### src/rtl/core/opc_sp_pkg.sv
`timescale 1ns / 1ps
// Shared types and constants for the serpentine pixel-stream receiver.
// No dependencies; imported by every module of the block.
package opc_sp_pkg;

  localparam int BYTE_W      = 8;
  localparam int CFG_WIDTH_W = 11;
  localparam int PIX_X_W     = 10;
  localparam int PIX_Y_W     = 15;
  localparam int LEN_W       = 16;
  localparam int TRIPLE_W    = 2;
  localparam int APB_ADDR_W  = 3;
  localparam int APB_DATA_W  = 32;
  localparam int OUT_DATA_W  = 56;
  localparam int DEF_MAX_WIDTH = 1024;

  localparam logic [CFG_WIDTH_W-1:0] WIDTH_RESET = CFG_WIDTH_W'(64);

  // Register indexes, taken from paddr[2]
  localparam logic REG_DISPLAY_WIDTH = 1'b0;

  // Position inside an RGB triple
  localparam logic [TRIPLE_W-1:0] TRIP_RED   = 2'd0;
  localparam logic [TRIPLE_W-1:0] TRIP_GREEN = 2'd1;
  localparam logic [TRIPLE_W-1:0] TRIP_BLUE  = 2'd2;

  typedef enum logic [4:0] {
    PH_HDR0    = 5'b00001,
    PH_HDR1    = 5'b00010,
    PH_HDR2    = 5'b00100,
    PH_HDR3    = 5'b01000,
    PH_PAYLOAD = 5'b10000
  } phase_t;

  typedef struct packed {
    logic               pixel_valid;
    logic [PIX_X_W-1:0] pixel_x;
    logic [PIX_Y_W-1:0] pixel_y;
    logic [BYTE_W-1:0]  red;
    logic [BYTE_W-1:0]  green;
    logic [BYTE_W-1:0]  blue;
    logic               frame_end;
  } result_t;

endpackage

### src/rtl/core/opc_sp_cfg.sv
`timescale 1ns / 1ps
// APB register file holding the display width.
// Depends on opc_sp_pkg.
module opc_sp_cfg (
  input  logic                                 clk,
  input  logic                                 rst,
  input  logic                                 psel,
  input  logic                                 penable,
  input  logic                                 pwrite,
  input  logic [opc_sp_pkg::APB_ADDR_W-1:0]    paddr,
  input  logic [opc_sp_pkg::APB_DATA_W-1:0]    pwdata,
  output logic [opc_sp_pkg::APB_DATA_W-1:0]    prdata,
  output logic                                 pready,
  output logic [opc_sp_pkg::CFG_WIDTH_W-1:0]   display_width
);
  import opc_sp_pkg::*;

  logic wr_en;

  assign pready = 1'b1;
  assign wr_en  = psel && penable && pwrite && pready && (paddr[2] == REG_DISPLAY_WIDTH);

  always_ff @(posedge clk) begin
    if (rst) begin
      display_width <= WIDTH_RESET;
    end else if (wr_en) begin
      display_width <= pwdata[CFG_WIDTH_W-1:0];
    end
  end

  always_comb begin
    prdata = '0;
    if (paddr[2] == REG_DISPLAY_WIDTH) begin
      prdata = APB_DATA_W'(display_width);
    end
  end

endmodule

### src/rtl/core/opc_sp_parse.sv
`timescale 1ns / 1ps
// Input register, header/payload parser and serpentine coordinate mapper.
// Depends on opc_sp_pkg.
module opc_sp_parse #(
  parameter int MAX_WIDTH = opc_sp_pkg::DEF_MAX_WIDTH
) (
  input  logic                                clk,
  input  logic                                rst,
  input  logic                                s_tvalid,
  output logic                                s_tready,
  input  logic [opc_sp_pkg::BYTE_W-1:0]       s_tdata,
  input  logic [opc_sp_pkg::CFG_WIDTH_W-1:0]  display_width,
  input  logic                                res_full,
  output logic                                res_push,
  output opc_sp_pkg::result_t                 res
);
  import opc_sp_pkg::*;

  localparam int EW = $clog2(MAX_WIDTH + 1);
  localparam int CW = (MAX_WIDTH > 1) ? $clog2(MAX_WIDTH) : 1;
  localparam int XW = 17;

  // input register
  logic              in_valid;
  logic [BYTE_W-1:0] in_byte;
  logic              advance;

  // parser state
  phase_t              phase, phase_next;
  logic [BYTE_W-1:0]   length_high, length_high_next;
  logic [LEN_W-1:0]    bytes_left, bytes_left_next;
  logic [TRIPLE_W-1:0] triple_pos, triple_pos_next;
  logic [BYTE_W-1:0]   held_red, held_red_next;
  logic [BYTE_W-1:0]   held_green, held_green_next;
  logic [CW-1:0]       column, column_next;
  logic [PIX_Y_W-1:0]  row, row_next;

  // width and mapping
  logic [XW-1:0]      w_raw;
  logic [EW-1:0]      w_eff;
  logic [EW-1:0]      col_a;
  logic [PIX_Y_W-1:0] row_a;
  logic [EW-1:0]      col_inc;
  logic [EW-1:0]      px;
  logic [LEN_W-1:0]   bl_dec;
  logic [LEN_W-1:0]   len_full;

  assign advance  = in_valid && !res_full;
  assign s_tready = !in_valid || !res_full;

  always_ff @(posedge clk) begin
    if (rst) begin
      in_valid <= 1'b0;
    end else if (s_tready) begin
      in_valid <= s_tvalid;
    end
  end

  always_ff @(posedge clk) begin
    if (s_tready && s_tvalid) begin
      in_byte <= s_tdata;
    end
  end

  // Clamp width to 1..MAX_WIDTH
  always_comb begin
    w_raw = XW'(display_width);
    if (w_raw == '0) begin
      w_raw = XW'(1);
    end
    if (w_raw > XW'(MAX_WIDTH)) begin
      w_raw = XW'(MAX_WIDTH);
    end
    w_eff = EW'(w_raw);
  end

  // Wrap a column left beyond a shrunk width, then place and advance
  always_comb begin
    if (EW'(column) >= w_eff) begin
      col_a = '0;
      row_a = row + PIX_Y_W'(1);
    end else begin
      col_a = EW'(column);
      row_a = row;
    end
    px      = row_a[0] ? (w_eff - col_a - EW'(1)) : col_a;
    col_inc = col_a + EW'(1);
  end

  assign bl_dec   = bytes_left - LEN_W'(1);
  assign len_full = {length_high, in_byte};

  always_comb begin
    phase_next       = phase;
    length_high_next = length_high;
    bytes_left_next  = bytes_left;
    triple_pos_next  = triple_pos;
    held_red_next    = held_red;
    held_green_next  = held_green;
    column_next      = column;
    row_next         = row;
    res_push         = 1'b0;
    res              = '0;

    if (advance) begin
      unique case (phase)
        PH_HDR0: phase_next = PH_HDR1;
        PH_HDR1: phase_next = PH_HDR2;
        PH_HDR2: begin
          length_high_next = in_byte;
          phase_next       = PH_HDR3;
        end
        PH_HDR3: begin
          bytes_left_next = len_full;
          triple_pos_next = TRIP_RED;
          column_next     = '0;
          row_next        = '0;
          if (len_full == '0) begin
            // empty frame ends right here
            phase_next    = PH_HDR0;
            res_push      = 1'b1;
            res.frame_end = 1'b1;
          end else begin
            phase_next = PH_PAYLOAD;
          end
        end
        PH_PAYLOAD: begin
          unique case (triple_pos)
            TRIP_RED: begin
              held_red_next   = in_byte;
              triple_pos_next = TRIP_GREEN;
            end
            TRIP_GREEN: begin
              held_green_next = in_byte;
              triple_pos_next = TRIP_BLUE;
            end
            default: begin
              triple_pos_next = TRIP_RED;
              res_push        = 1'b1;
              res.pixel_valid = 1'b1;
              res.pixel_x     = PIX_X_W'(px);
              res.pixel_y     = row_a;
              res.red         = held_red;
              res.green       = held_green;
              res.blue        = in_byte;
              if (col_inc >= w_eff) begin
                column_next = '0;
                row_next    = row_a + PIX_Y_W'(1);
              end else begin
                column_next = CW'(col_inc);
                row_next    = row_a;
              end
            end
          endcase
          bytes_left_next = bl_dec;
          if (bl_dec == '0) begin
            phase_next      = PH_HDR0;
            triple_pos_next = TRIP_RED;
            res_push        = 1'b1;
            res.frame_end   = 1'b1;
          end
        end
        default: phase_next = PH_HDR1;
      endcase
    end
  end

  always_ff @(posedge clk) begin
    if (rst) begin
      phase       <= PH_HDR0;
      length_high <= '0;
      bytes_left  <= '0;
      triple_pos  <= TRIP_RED;
      held_red    <= '0;
      held_green  <= '0;
      column      <= '0;
      row         <= '0;
    end else begin
      phase       <= phase_next;
      length_high <= length_high_next;
      bytes_left  <= bytes_left_next;
      triple_pos  <= triple_pos_next;
      held_red    <= held_red_next;
      held_green  <= held_green_next;
      column      <= column_next;
      row         <= row_next;
    end
  end

endmodule

### src/rtl/core/opc_sp_outbuf.sv
`timescale 1ns / 1ps
// Result register with one skid entry, packs results onto the output stream.
// Depends on opc_sp_pkg.
module opc_sp_outbuf (
  input  logic                               clk,
  input  logic                               rst,
  input  logic                               res_push,
  input  opc_sp_pkg::result_t                res,
  output logic                               res_full,
  output logic                               m_tvalid,
  input  logic                               m_tready,
  output logic [opc_sp_pkg::OUT_DATA_W-1:0]  m_tdata,
  output logic                               m_tuser,
  output logic                               m_tlast
);
  import opc_sp_pkg::*;

  result_t     head, skid;
  logic [1:0]  count;
  logic        pop;

  assign pop      = (count != 2'd0) && m_tready;
  assign res_full = (count == 2'd2);
  assign m_tvalid = (count != 2'd0);

  always_ff @(posedge clk) begin
    if (rst) begin
      count <= 2'd0;
    end else begin
      if (res_push && !pop) begin
        count <= count + 2'd1;
      end else if (pop && !res_push) begin
        count <= count - 2'd1;
      end
    end
  end

  always_ff @(posedge clk) begin
    if (res_push) begin
      if (count == 2'd0 || pop) begin
        head <= res;
      end else begin
        skid <= res;
      end
    end else if (pop && count == 2'd2) begin
      head <= skid;
    end
  end

  assign m_tdata = {OUT_DATA_W'({head.blue, head.green, head.red, head.pixel_y, head.pixel_x})};
  assign m_tuser = head.pixel_valid;
  assign m_tlast = head.frame_end;

endmodule

### src/rtl/core/opc_serpentine_pixel_receiver_core.sv
`timescale 1ns / 1ps
// Top level of the serpentine pixel-stream receiver.
// Depends on opc_sp_pkg, opc_sp_cfg, opc_sp_parse and opc_sp_outbuf.
//
// Usage:
//   The slave stream (s_*) carries one byte of a pixel control stream per
//   word: four header bytes (channel, command, length high, length low)
//   followed by the payload. Every complete RGB triple becomes one master
//   word (m_*) with m_tuser high and serpentine x/y coordinates; the word
//   that ends a frame carries m_tlast. Header bytes and the first two bytes
//   of a triple produce no word unless they end a frame.
//   The APB port holds display_width (pixels per row, address 0); write it
//   only while no frame is in flight.
//   Throughput is one byte per clock while the result buffer has room. A
//   byte is held in the input register, parsed from there, and its result
//   word is registered into the result register. The result register has one
//   skid entry behind it, so the input keeps taking bytes while a word waits
//   at the output; s_tready drops only once both entries are occupied, and
//   never depends on m_tready in the same cycle.
//   Reset (rst, synchronous) empties both stages, expects a new header and
//   restores the width to 64.
module opc_serpentine_pixel_receiver_core #(
  parameter int MAX_WIDTH = opc_sp_pkg::DEF_MAX_WIDTH
) (
  input  logic                               clk,
  input  logic                               rst,
  // slave stream
  input  logic                               s_tvalid,
  output logic                               s_tready,
  input  logic [opc_sp_pkg::BYTE_W-1:0]      s_tdata,   // [7:0] stream_byte
  // master stream
  output logic                               m_tvalid,
  input  logic                               m_tready,
  // [9:0] pixel_x, [24:10] pixel_y, [32:25] red, [40:33] green,
  // [48:41] blue, [55:49] zero
  output logic [opc_sp_pkg::OUT_DATA_W-1:0]  m_tdata,
  output logic                               m_tuser,   // [0] pixel_valid
  output logic                               m_tlast,   // frame_end
  // APB configuration
  input  logic                               psel,
  input  logic                               penable,
  input  logic                               pwrite,
  input  logic [opc_sp_pkg::APB_ADDR_W-1:0]  paddr,
  input  logic [opc_sp_pkg::APB_DATA_W-1:0]  pwdata,
  output logic [opc_sp_pkg::APB_DATA_W-1:0]  prdata,
  output logic                               pready
);
  import opc_sp_pkg::*;

  logic [CFG_WIDTH_W-1:0] display_width;
  logic                   res_push;
  logic                   res_full;
  result_t                res;

  // Width register
  opc_sp_cfg u_cfg (
    .clk           (clk),
    .rst           (rst),
    .psel          (psel),
    .penable       (penable),
    .pwrite        (pwrite),
    .paddr         (paddr),
    .pwdata        (pwdata),
    .prdata        (prdata),
    .pready        (pready),
    .display_width (display_width)
  );

  // Register the byte, advance the header/payload state, map the pixel
  opc_sp_parse #(
    .MAX_WIDTH (MAX_WIDTH)
  ) u_parse (
    .clk           (clk),
    .rst           (rst),
    .s_tvalid      (s_tvalid),
    .s_tready      (s_tready),
    .s_tdata       (s_tdata),
    .display_width (display_width),
    .res_full      (res_full),
    .res_push      (res_push),
    .res           (res)
  );

  // Hold results until the sink takes them
  opc_sp_outbuf u_outbuf (
    .clk      (clk),
    .rst      (rst),
    .res_push (res_push),
    .res      (res),
    .res_full (res_full),
    .m_tvalid (m_tvalid),
    .m_tready (m_tready),
    .m_tdata  (m_tdata),
    .m_tuser  (m_tuser),
    .m_tlast  (m_tlast)
  );

endmodule

### config.mk
export PLATFORM = sky130hd
export DESIGN_NAME = opc_serpentine_pixel_receiver_core
export DESIGN_NICKNAME = d
export VERILOG_FILES = /design/src/rtl/core/opc_sp_pkg.sv /design/src/rtl/core/opc_sp_cfg.sv /design/src/rtl/core/opc_sp_parse.sv /design/src/rtl/core/opc_sp_outbuf.sv /design/src/rtl/core/opc_serpentine_pixel_receiver_core.sv
export SDC_FILE = /design/constraint.sdc
export NUM_CORES = 1
export LEC_CHECK = 0
export BUFFER_PORTS_ARGS = -buffer_cell sky130_fd_sc_hd__buf_2
export CORE_MARGIN = 4
export CORE_UTILIZATION = 55
export DETAILED_ROUTE_END_ITERATION = 16
export GPL_TIMING_DRIVEN = 0
export PLACE_DENSITY = 0.77
export SLEW_MARGIN = 40
export SYNTH_ARGS = -nofsm -noshare
export SYNTH_HDL_FRONTEND = slang
export SYNTH_HIERARCHICAL = 1
export SYNTH_SLANG_ARGS = --single-unit
### constraint.sdc
create_clock -name clk -period 13.9 [get_ports clk]
set_clock_uncertainty 0.1 [all_clocks]
set_input_delay 1.39 -clock clk [delete_from_list [all_inputs] [get_ports clk]]
set_output_delay 1.39 -clock clk [all_outputs]
set_load 0.05 [all_outputs]
==> summary.md <==
| Metric | Value |
|---|---|
| TritonCTS Buffers | 17 |
| Clock Latency Late Sink | 440 ps |
| Grt met3 use | 4.05% |
| Buf/Inv on CP | 5 |
| Fill count | about 1500 |
| Pleak | 4.55 nW |
| N_diodes | 0 |
| WL/cell | 16.9 um |
| Tot Pwr | 1.20 mW |
| Initial antenna violation count | 0 |
| Max Slew Vio Count | 0 |
| Worst path top cell family by delay | simple AND/OR/NAND/NOR gates |
| Vias | between 8000 and 9000 |
| Die Span Y | 148 um |
| Number of global-route vias before repair | 8244 |
| Number of cells on the worst reg-to-reg path | 25 |
| Tcrit/Tclk final | 49.8% |
| GR peak layer | met2 |
| Crit path DAT | 7160 ps |
| Die area | 21800 um2 |
| Final ANT Viol Nets | 0 |
| Global-route wire length before repair | 41400 um |
| Area growth syn-to-layout | 14.7% |
| DRT Pass-1 Iters | 7 |
| Setup crit end kind | register |
| Top-area cell type share of the netlist area | 30.7% |
| Crit Path Category | reg -> reg |
| Post-synthesis sequential area ratio | 46.8% |
| CTS resizes | 0 |
| Die Wd | 148 um |
| Routability Congestion | 0.936 |
| Yosys Warn Count | 6 |
| Slowest CP cell | clkbuf_1 |
| Synth area leader | edfxtp_1 |
| Max-slew headroom | between 40% and 50% |
| Peak supply drop | 0.0922 mV |
| Mapped cell area | 10700 um2 |
| Post-synth EDFFs | between 100 and 150 |
| Syn_area_per_cell | 9.96 um2 |
| CTS Hold Buffers Added | 0 |
| Clock share of power | 42.5% |
| Hold Path Class | reg -> reg |
| Main synth FF type | edfxtp_1 |
| Final Hold Slack | 348 ps |
| Clock transition time at the flip-flop clock pins of the worst setup and hold paths | 80 ps |
| Setup TNS | 0 ps |
| CTS tree | yes |
| Worst Tran Pin Value | 803 ps |
| RSZ-0062 raised after global routing | no |
| Mapped Cells | roughly 1100 |
| Register area | 5020 um2 |
| Worst path depth | 25 |
| CTS max path bufs | 2 |
| Sw Share | about a quarter |
| Register share of total power | 51.3% |
| Power Density | 97.4 nW/um2 |
| Met2 GRT Util | between 30% and 40% |
| Iteration-0 DRC Markers | 879 |
| Largest net degree at the start of global routing | 28 |
| Ys async rst share | 0% |
| Layout net count | 1304 |
| H-tree depth | 4 |
| Count of different cell masters after synthesis | 85 |
| Rows | 50 |
| Final Hold Vio Count | 0 |
| Pint | 0.903 mW |
| Total track usage | 23.1% |
| Setup bufs post-CTS | 0 |
| Largest cells by area after synthesis | edfxtp_1, dfxtp_1, mux2_2, ha_1, nand2_1 |
| Initial core utilization | 56.7% |
| Vias per cell | 5.80 |
| Port Buffers | 90 |
| Max Cap Viol | 0 |
| GRT met1 Usage | 33.1% |
| HPWL Detailed | 17900 um |
| Setup-failing EPs final | 0 |
| Worst path max stage delay | 530 ps |
| Grt ovf | 0 |
| Ratio of cells with drive above 1 in the final layout | 20.5% |
| Io pins | between 100 and 150 |
| Core ar. | 19000 um2 |
| Worst setup SP type | register |
| Switching pwr | 0.297 mW |
| CTS Sinks | between 150 and 200 |
| DRC viols | 0 |
| Max Clk Rate | 0.144 GHz |
| CP required | 14130 ps |
| Crit Path Max Fanout | 10 |
| Multi-input logic area | 5220 um2 |
| Final worst path period need | 6930 ps |
| Root buf cell | clkbuf_16 |
| Worst hold path depth | 2 |
| Routed WL | 25200 um |
| Comb power frac | 6.2% |
| Status | finished clean |
| Number of synthesized register bits | around 200 |
## registers in the layout, indices dropped and copies added, names as in the netlist
name / count
u_cfg/display_width: 11
u_outbuf/count: 2
u_outbuf/m_tdata: 49
u_outbuf/m_tlast: 1
u_outbuf/m_tuser: 1
u_outbuf/skid: 51
u_parse/bytes_left: 16
u_parse/column: 10
u_parse/held_green: 8
u_parse/held_red: 8
u_parse/in_byte: 8
u_parse/in_valid: 1
u_parse/length_high: 8
u_parse/phase: 5
u_parse/row: 15
u_parse/triple_pos: 2
## power by group through the flow
stage | Combinational [mW] | Clock (mW) | Sequential, mW
after floorplan | 0.0544 | 0 | 0.631
final | 0.0741 | 0.510 | 0.616
after CTS | 0.0732 | 0.518 | 0.616
after global placement | 0.0717 | 0 | 0.630
after global routing | 0.0794 | 0.543 | 0.617
after detailed placement | 0.0729 | 0 | 0.629
## metal layers
layer | vias to the layer above | wire length (um)
met5 | - | 0
met4 | 0 | 502
met3 | 54 | 1860
met2 | 417 | 11300
met1 | 4056 | 11500
li1 | 4121 | -
## cells in the final DEF (no fill, tap or decap), drive strengths merged, types with 5 or more instances in the layout
cell type / count
or3: 14
xor2: 13
clkinv: 7
a211oi: 10
a31oi: 9
nor3b: 5
o21ai: 45
nand2b: 27
dfxtp: 86
a22oi: 20
a21oi: 53
nor4: 16
mux2: 55
and2: 31
xnor2: 22
nand3: 16
clkbuf: 61
o211ai: 11
inv: 34
and3: 12
edfxtp: 110
or2: 6
or4: 5
nand2: 112
buf: 134
a21o: 8
nor2: 106
conb: 29
o31ai: 9
nor3: 18
mux2i: 22
nand4: 13
nor2b: 13
ha: 36
## path summary, 6_finish.rpt
path,start,end,slack [ps]
setup / recovery,u_cfg/display_width[10],u_parse/row[13],6970
hold / removal,u_parse/held_red[6],u_parse/held_red[6],350
setup reg to reg,u_cfg/display_width[10],u_parse/row[13],6970
hold reg to reg,u_parse/held_red[6],u_parse/held_red[6],350
## final cells by class
| type | count | area share, % |
|---|---|---|
| buffer | 84 | 4.11 |
| clock buffer | 18 | 3.65 |
| clock inverter | 14 | 1.43 |
| inverter | 28 | 0.853 |
| multi-input combinational | 797 | 42.4 |
| sequential | 196 | 40.8 |
| tap | 260 | 2.64 |
| timing repair buffer | 93 | 4.16 |
## cells in the mapped netlist, types with 20 or more instances
cell type	number
a21oi_1	52
a22oi_1	20
and2_1	31
buf_4	35
clkbuf_1	39
dfxtp_1	86
edfxtp_1	110
ha_1	36
inv_1	28
mux2_2	55
mux2i_1	22
nand2_1	112
nand2b_1	27
nor2_1	105
o21ai_0	41
xnor2_1	22
## worst register-to-register path, cell delays in order (launching register included)
cell	delay (ps)
dfxtp_1	390
inv_1	100
clkbuf_1	390
nand2_1	240
ha_1	340
a21o_1	210
a21oi_1	270
o21ai_2	190
nor2_2	390
clkbuf_1	530
nand2_1	240
inv_1	130
ha_1	260
and3_1	250
nand4_1	140
xor2_1	200
ha_1	300
nand4_1	90
a211oi_1	210
o221a_2	270
o22a_1	200
o21ai_1	160
or3_1	350
clkbuf_1	200
or4_1	430
a32o_1	250
## per-stage QoR
stage          setup WS, ps  utilization, %  cell area [um2]  std cells
6_report               6970            65.0            12300       1490
5_1_grt                6480            65.0            12300       1490
4_1_cts                7080            65.0            12300       1490
3_5_place_dp           7120            61.7            11700       1458
3_3_place_gp           4890            61.3            11600       1455
2_1_floorplan          6750               -            10800       1105
## cell families (layout without fill, tap and decap cells)
logic type	count (synthesis)	after routing	share of synthesized area, %
compound gates	206	206	12.9
mux	77	77	7.81
simple gates	413	413	19.5
buf+inv	112	237	5.69
other cells	3	29	0.105
flops	196	196	46.8
xor+xnor	35	35	2.85
fa+ha+maj	37	37	4.38
Note: power is estimated with default switching activity, not from simulation.
